<file path="config.mk">
export PLATFORM = sky130hd
export DESIGN_NAME = alu128_cell
export DESIGN_NICKNAME = d
export VERILOG_FILES = /design/src/rtl/alu128_pkg.sv /design/src/rtl/alu128_cell.sv
export SDC_FILE = /design/constraint.sdc
export NUM_CORES = 2
export LEC_CHECK = 0
export ABC_AREA = 1
export BUFFER_PORTS_ARGS = -buffer_cell sky130_fd_sc_hd__buf_4
export CAP_MARGIN = 20
export CORE_AREA = 2 2 404 406
export CTS_CLUSTER_DIAMETER = 120
export DETAILED_ROUTE_END_ITERATION = 8
export DIE_AREA = 0 0 406 408
export PLACE_DENSITY_LB_ADDON = 0.08
export REMOVE_ABC_BUFFERS = 1
export SYNTH_ARGS = -nofsm -noshare
export SYNTH_HDL_FRONTEND = slang
export SYNTH_SLANG_ARGS = --single-unit
</file>
<file path="constraint.sdc">
create_clock -name clk -period 0.8 [get_ports clk]
set_input_delay 0.08 -clock clk [delete_from_list [all_inputs] [get_ports clk]]
set_output_delay 0.08 -clock clk [all_outputs]
set_load 0.01 [all_outputs]
</file>
<file path="src/rtl/alu128_pkg.sv">
// ----------------------------------------------------------------------------
// alu128_pkg
// Shared types and constants for the 128-bit integer ALU.
// ----------------------------------------------------------------------------
package alu128_pkg;

    // Default operand width.
    localparam int WORD_BITS_DEF = 128;

    // Operation codes.
    typedef enum logic [3:0] {
        KIND_ADD = 4'd0,
        KIND_SUB = 4'd1,
        KIND_MUL = 4'd2,
        KIND_DIV = 4'd3,
        KIND_AND = 4'd4,
        KIND_OR  = 4'd5,
        KIND_XOR = 4'd6,
        KIND_NOT = 4'd7,
        KIND_SHL = 4'd8,
        KIND_SHR = 4'd9,
        KIND_ROL = 4'd10,
        KIND_ROR = 4'd11,
        KIND_CMP = 4'd12
    } kind_t;

    // One input transfer.
    typedef struct packed {
        logic [3:0]  kind;
        logic [63:0] operand_a_high;
        logic [63:0] operand_a_low;
        logic [63:0] operand_b_high;
        logic [63:0] operand_b_low;
        logic [7:0]  shift_amount;
    } in_t;

    // One result transfer.
    typedef struct packed {
        logic [63:0] result_high;
        logic [63:0] result_low;
        logic        less_than;
        logic        equal;
        logic        divide_by_zero;
    } out_t;

    // Control that travels with each item along the cell chain.
    typedef struct packed {
        logic       valid;
        logic [3:0] kind;
        logic       neg_q;
        logic       dz;
        logic       lt;
        logic       eq;
    } ctl_t;

endpackage

</file>
<file path="src/rtl/alu128_cell.sv">
// ----------------------------------------------------------------------------
// alu128_cell
// One cell of the chain: a shift-and-add multiply step or a restoring
// divide step, registered, passing everything else through.
// ----------------------------------------------------------------------------
module alu128_cell
    import alu128_pkg::*;
#(
    parameter int WORD_BITS = WORD_BITS_DEF
) (
    input  logic                 clk,
    input  logic                 rst_n,
    input  ctl_t                 ctl_in,
    input  logic [WORD_BITS-1:0] acc_in,
    input  logic [WORD_BITS-1:0] x_in,
    input  logic [WORD_BITS-1:0] y_in,
    input  logic [WORD_BITS:0]   rem_in,
    output ctl_t                 ctl_out,
    output logic [WORD_BITS-1:0] acc_out,
    output logic [WORD_BITS-1:0] x_out,
    output logic [WORD_BITS-1:0] y_out,
    output logic [WORD_BITS:0]   rem_out
);

    ctl_t                 ctl_reg;
    logic [WORD_BITS-1:0] acc_reg, acc_next;
    logic [WORD_BITS-1:0] x_reg, x_next;
    logic [WORD_BITS-1:0] y_reg, y_next;
    logic [WORD_BITS:0]   rem_reg, rem_next;
    logic [WORD_BITS:0]   rem_sh;
    logic [WORD_BITS+1:0] diff;

    assign rem_sh = {rem_in[WORD_BITS-1:0], x_in[WORD_BITS-1]};
    assign diff   = {1'b0, rem_sh} - {2'b00, y_in};

    // Step logic.
    always_comb
    begin
        acc_next = acc_in;
        x_next   = x_in;
        y_next   = y_in;
        rem_next = rem_in;
        if (ctl_in.kind == KIND_MUL)
        begin
            // Multiplicand in x, multiplier in y, partial product in acc.
            acc_next = y_in[0] ? (acc_in + x_in) : acc_in;
            x_next   = {x_in[WORD_BITS-2:0], 1'b0};
            y_next   = {1'b0, y_in[WORD_BITS-1:1]};
        end
        else if (ctl_in.kind == KIND_DIV)
        begin
            // Dividend in x, divisor in y, quotient in acc.
            x_next = {x_in[WORD_BITS-2:0], 1'b0};
            if (!diff[WORD_BITS+1])
            begin
                rem_next = diff[WORD_BITS:0];
                acc_next = {acc_in[WORD_BITS-2:0], 1'b1};
            end
            else
            begin
                rem_next = rem_sh;
                acc_next = {acc_in[WORD_BITS-2:0], 1'b0};
            end
        end
    end

    // Control register.
    always_ff @(posedge clk or negedge rst_n)
    begin
        if (!rst_n)
        begin
            ctl_reg <= '0;
        end
        else
        begin
            ctl_reg <= ctl_in;
        end
    end

    // Data registers.
    always_ff @(posedge clk)
    begin
        acc_reg <= acc_next;
        x_reg   <= x_next;
        y_reg   <= y_next;
        rem_reg <= rem_next;
    end

    assign ctl_out = ctl_reg;
    assign acc_out = acc_reg;
    assign x_out   = x_reg;
    assign y_out   = y_reg;
    assign rem_out = rem_reg;

endmodule

</file>
# Word level (Yosys, flattened, before mapping)
# Cells that the tools add are included.
# word_totals
out_inout_bits	522
wordCells	27
ff_bits	522
# classes
n_addsub	2
n_eq_ne	2
n_mux	10
n_reduce_logical	1
# ops
op	n
$mux 128	5
$mux 129	3
$sub 129x128->130	1
$add 128x128->128	1
$mux 127	1
$eq 4x2->1 const B	2
$reduce_or 2->1	1
$mux 1	1

# Depth between registers and ports, before layout
# logic_depth
depth_word	4
ltp_mapped	22

# Worst setup path after synthesis
# OpenSTA, ideal clock, no wires.
# synth_timing
path_type	input to register
startpoint	in acc_in[0]
endpoint	reg acc_reg[124], in the netlist acc_out[124]
setup_slack_ns	-1.245
required_time_ns	0.688
t_arrival_ns	1.932
cell_stages	19
cell_sequence	ha_1 > inv_1 > fa_1 > inv_1 > nand3_1 > nand3_1 > nand2_1 > nand2_1 > nand2_1 > nand2_1 > nand2_1 > nand2_1 > nand2_1 > nand2_1 > nand2_1 > nand3_1 > nand3_1 > nand2_1 > nand2_1
# synth_via
elab_chain_len	3
# synth_lines
element	line_no	rtl
from (decl)	alu128_cell.sv:14	input logic [WORD_BITS-1:0] acc_in,
$add 128x128->128	alu128_cell.sv:46	acc_next = y_in[0] ? (acc_in + x_in) : acc_in;
$mux 128	alu128_cell.sv:46	
$mux 128	alu128_cell.sv:43	if (ctl_in.kind == KIND_MUL)
named net acc_next[124]	alu128_cell.sv:26	logic [WORD_BITS-1:0] acc_reg, acc_next;
to (signal assigned)	alu128_cell.sv:83	acc_reg <= acc_next;
to (decl)	alu128_cell.sv:26	
# The timed path passes the listed nets, and every way through them passes these cells.
# A chain may end at the register's enable or synchronous reset.

# Final worst setup path
# layout_timing
startpoint	in y_in[83]
endpoint	reg rem_reg[9], in the netlist rem_out[9]
# layout_via
elab_chain_len	4
# layout_lines
element	line_no	rtl
from (decl)	alu128_cell.sv:16	input logic [WORD_BITS-1:0] y_in,
$sub 129x128->130	alu128_cell.sv:34	assign diff = {1'b0, rem_sh} - {2'b00, y_in};
$mux 129	alu128_cell.sv:54	if (!diff[WORD_BITS+1])
$mux 129	alu128_cell.sv:50	else if (ctl_in.kind == KIND_DIV)
$mux 129	alu128_cell.sv:43	
named net rem_next[9]	alu128_cell.sv:29	logic [WORD_BITS:0] rem_reg, rem_next;
to (signal assigned)	alu128_cell.sv:86	rem_reg <= rem_next;
to (decl)	alu128_cell.sv:29	
# The timed path passes the listed nets, and every way through them passes these cells.

==> metrics.yaml <==
status:
  outcome: "complete, but fails checks"
  violations: "hold timing, setup timing"
placed_design:
  routabilityCongestion: 1.06
  numPortBuffers: 1045
  dp.final_hpwl_um: 277000
  postPlaceCellArea_um2: 74100
die:
  dieArea_um2: 166000
  die_width_um: 406
  initial_core_util_pct: 29.5
  ios: 1046
  coreArea_um2: 162000
  rows: 148
  die_y_um: 408
synthesis:
  yosysTopAreaCell: "nand2_1"
  synth_common_cells: "3,616 x nand2_1, 1,844 x inv_1, 713 x nor2_1"
  synth_area_um2: 47600
  ys_warn_count: 0
  synth_area_leaders: "nand2_1 28%, dfxtp_1 22%, inv_1 15%, ha_1 6.7%, nor2_1 5.6%"
  ys_seq_elements: 522
  synth-async-reset-ratio_pct: 1.72
  yosys.area.top_type_share_pct: 28.5
  synth_edf_count: 0
  syn_inst: 8932
  ys.flop_type: "dfxtp_1"
  synth_most_common_cell: "nand2_1"
  yosysUniqueCellTypes: 39
  ys_seq_area_share_pct: 22.0
  synth_area_per_cell_um2: 5.33
drt:
  ant_nets: 0
  dr.first_iter.drc_count: 5692
  via_count: 72100
  wire_per_inst_um: 22.7
  wirelength_um: 340000
  vias_per_cell: 4.82
  firstDrtPassIters: 6
  remaining_drc_errors: 0
clock_network:
  htreeDepth: 3
  cts_sinks: 522
  cts_tree: "built"
  clk_pin_slew_worst_paths_ns: 0.07
  clockRootBuffer: "clkbuf_16"
  cts_buffers: 67
  cts_buffer_depth: 3
finish:
  fin_nets: 13500
  multi_input_area_um2: 35900
  drive_above_1_share_pct: 36.3
  final_area_um2: 91500
  fillers: 15700
  area_delta_synth_final_pct: 92.0
  final-seq-area_um2: 10500
critical_path:
  crit_arrival_ns: 2.68
  criticalPathCategory: "in -> reg"
  cp_max_fo: 6
  cp-end-kind: "register"
  critical_path_required_ns: 1.38
  crit_path_start: "y_in[83]"
  critPathLaunchType: "primary input"
power:
  p_sw_share_pct: 38.3
  p_per_area_nw_per_um2: 1310
  switchingPower_uw: 46000
  p_clk_share_pct: 28.0
  power.share.combinational_pct: 48.1
  ir_worst_vdd_uv: 1680
  intPower_uw: 74200
  p_leak_uw: 0.0497
  p_seq_share_pct: 24.0
grt:
  grtUsageTotal_pct: 38.7
  grt_pass1_vias: 70700
  grt_max_degree: 64
  antenna_found_initial: 16
  grt_overflow_total: 0
  grt_pass1_wl_um: 467000
sta:
  fmax_mhz: 477
  slew_violations: 0
  post-route-min-period_ns: 2.10
  setup_violations: 943
  worstMarginPinSlew_ns: 0.705
  relSlewSlack_pct: 52.5
  holdWs_ns: -0.393
  hold_viol_final: 18
  timing.final.ws_setup_ns: -1.30
  fin_tns_setup_ns: -531.54
  rsz0062_at_grt: "true"
  finalCritPeriodShare_pct: 262
job:
  cap_violations: 0
hold_path:
  worstHoldPathType: "in -> reg"
  hold_start: "rem_in[17]"
==> cells by family after synthesis <==
group | after synthesis | share of synthesized area [%]
XOR/XNOR | 114 | 2.10
AND/OR/NAND/NOR | 5109 | 42.8
adder cells (fa/ha/maj) | 257 | 6.78
flip-flops | 522 | 22.0
buffers and inverters | 2052 | 16.4
AO/OA/AOI/OAI | 878 | 9.90
==> metal layers <==
| metal | up-vias | global-route usage (%) | part of all wire (%) |
|---|---|---|---|
| met5 | - | 0 | 0.021 |
| met4 | 10 | 23.2 | 7.2 |
| met3 | 786 | 5.06 | 6.3 |
| met2 | 2872 | 66.7 | 47 |
| met1 | 33600 | 45.5 | 39 |
| li1 | 34800 | - | - |
==> cells in the final DEF (no fill, tap or decap), types with 32 or more instances in the layout <==
cell type	count
nand2_1	3191
buf_4	3085
inv_1	1759
dlygate4sd3_1	669
dfxtp_1	513
nor2_1	487
nand3_1	402
nand2_2	361
o21ai_0	267
a21oi_1	250
ha_4	177
nor2_2	164
nand4_1	158
nand3_2	94
a21oi_2	93
o21ai_1	83
clkbuf_16	81
buf_12	80
inv_2	77
ha_1	74
nor2_4	72
buf_6	66
nand2_4	63
xnor2_1	58
xor2_1	51
o22ai_1	44
nor3_1	38
nand3_4	32
==> flip-flops by register name, summed over array words and instances (netlist names) <==
signal / cells
x_out: 128
y_out: 128
rem_out: 129
acc_out: 128
ctl_out: 9
==> area by class of cell <==
class                   count  share of cell area [%]
flip-flops and latches    522                    11.5
well taps                2175                    2.97
repair buffers           3934                    36.1
multi-input cells        6358                    39.2
clock buffers              85                    2.02
inverters                1850                    7.64
diodes                     10                  0.0274
clock inverters            33                   0.547
==> timing repair <==
| action | 4_1_cts | 5_1_grt |
|---|---|---|
| pin swaps | 171 | 131 |
| endpoints found under the setup margin | 788 | 976 |
| gates cloned | 10 | 18 |
| hold buffers | 583 | 92 |
| gates resized for setup | 1070 | 584 |
| setup buffers | 68 | 31 |
| endpoints found under the hold margin | 531 | 76 |
==> power by group through the flow <==
| stage | logic, uW | clock network [uW] | registers, uW |
|---|---|---|---|
| after floorplan | 17500 | 0 | 30200 |
| after global placement | 46500 | 0 | 29300 |
| after detailed placement | 46500 | 0 | 29300 |
| after CTS | 53400 | 33900 | 28800 |
| after global routing | 61100 | 34800 | 28900 |
| final | 57800 | 33700 | 28800 |
==> worst max-delay path: stages <==
cell        delay, ns
buf_4            0.11
clkinvlp_4       0.26
ha_4             0.35
nand2_2          0.11
inv_1            0.08
a21oi_4          0.17
o21bai_4         0.10
a21oi_4          0.17
nand2_2          0.09
a21oi_4          0.16
buf_4            0.15
buf_12           0.14
buf_12           0.18
clkbuf_16        0.17
nand4_1          0.10
nand3_1          0.12
o21ai_0          0.10
==> path summary, 6_finish.rpt <==
kind | slack [ns] | depth (start not counted) | endpoint
worst max-delay path | -1.30 | 17 | rem_out[9]
worst min-delay path | -0.39 | 3 | rem_out[17]
max in group asynchronous | 0.01 | 3 | ctl_out[5]
min in group asynchronous | 0.44 | 3 | ctl_out[6]
==> stage by stage <==
stage	instances	util, %	setup slack [ns]	total power (uW)
floorplan	8730	-	-15.81	47700
global placement	14100	45.8	-2.40	75800
detailed placement	14100	45.8	-2.32	75900
CTS	14800	54.2	-1.12	116000
global route	15000	56.6	-1.38	125000
finish	15000	56.6	-1.30	120000
(Power assumes the default switching activity.)
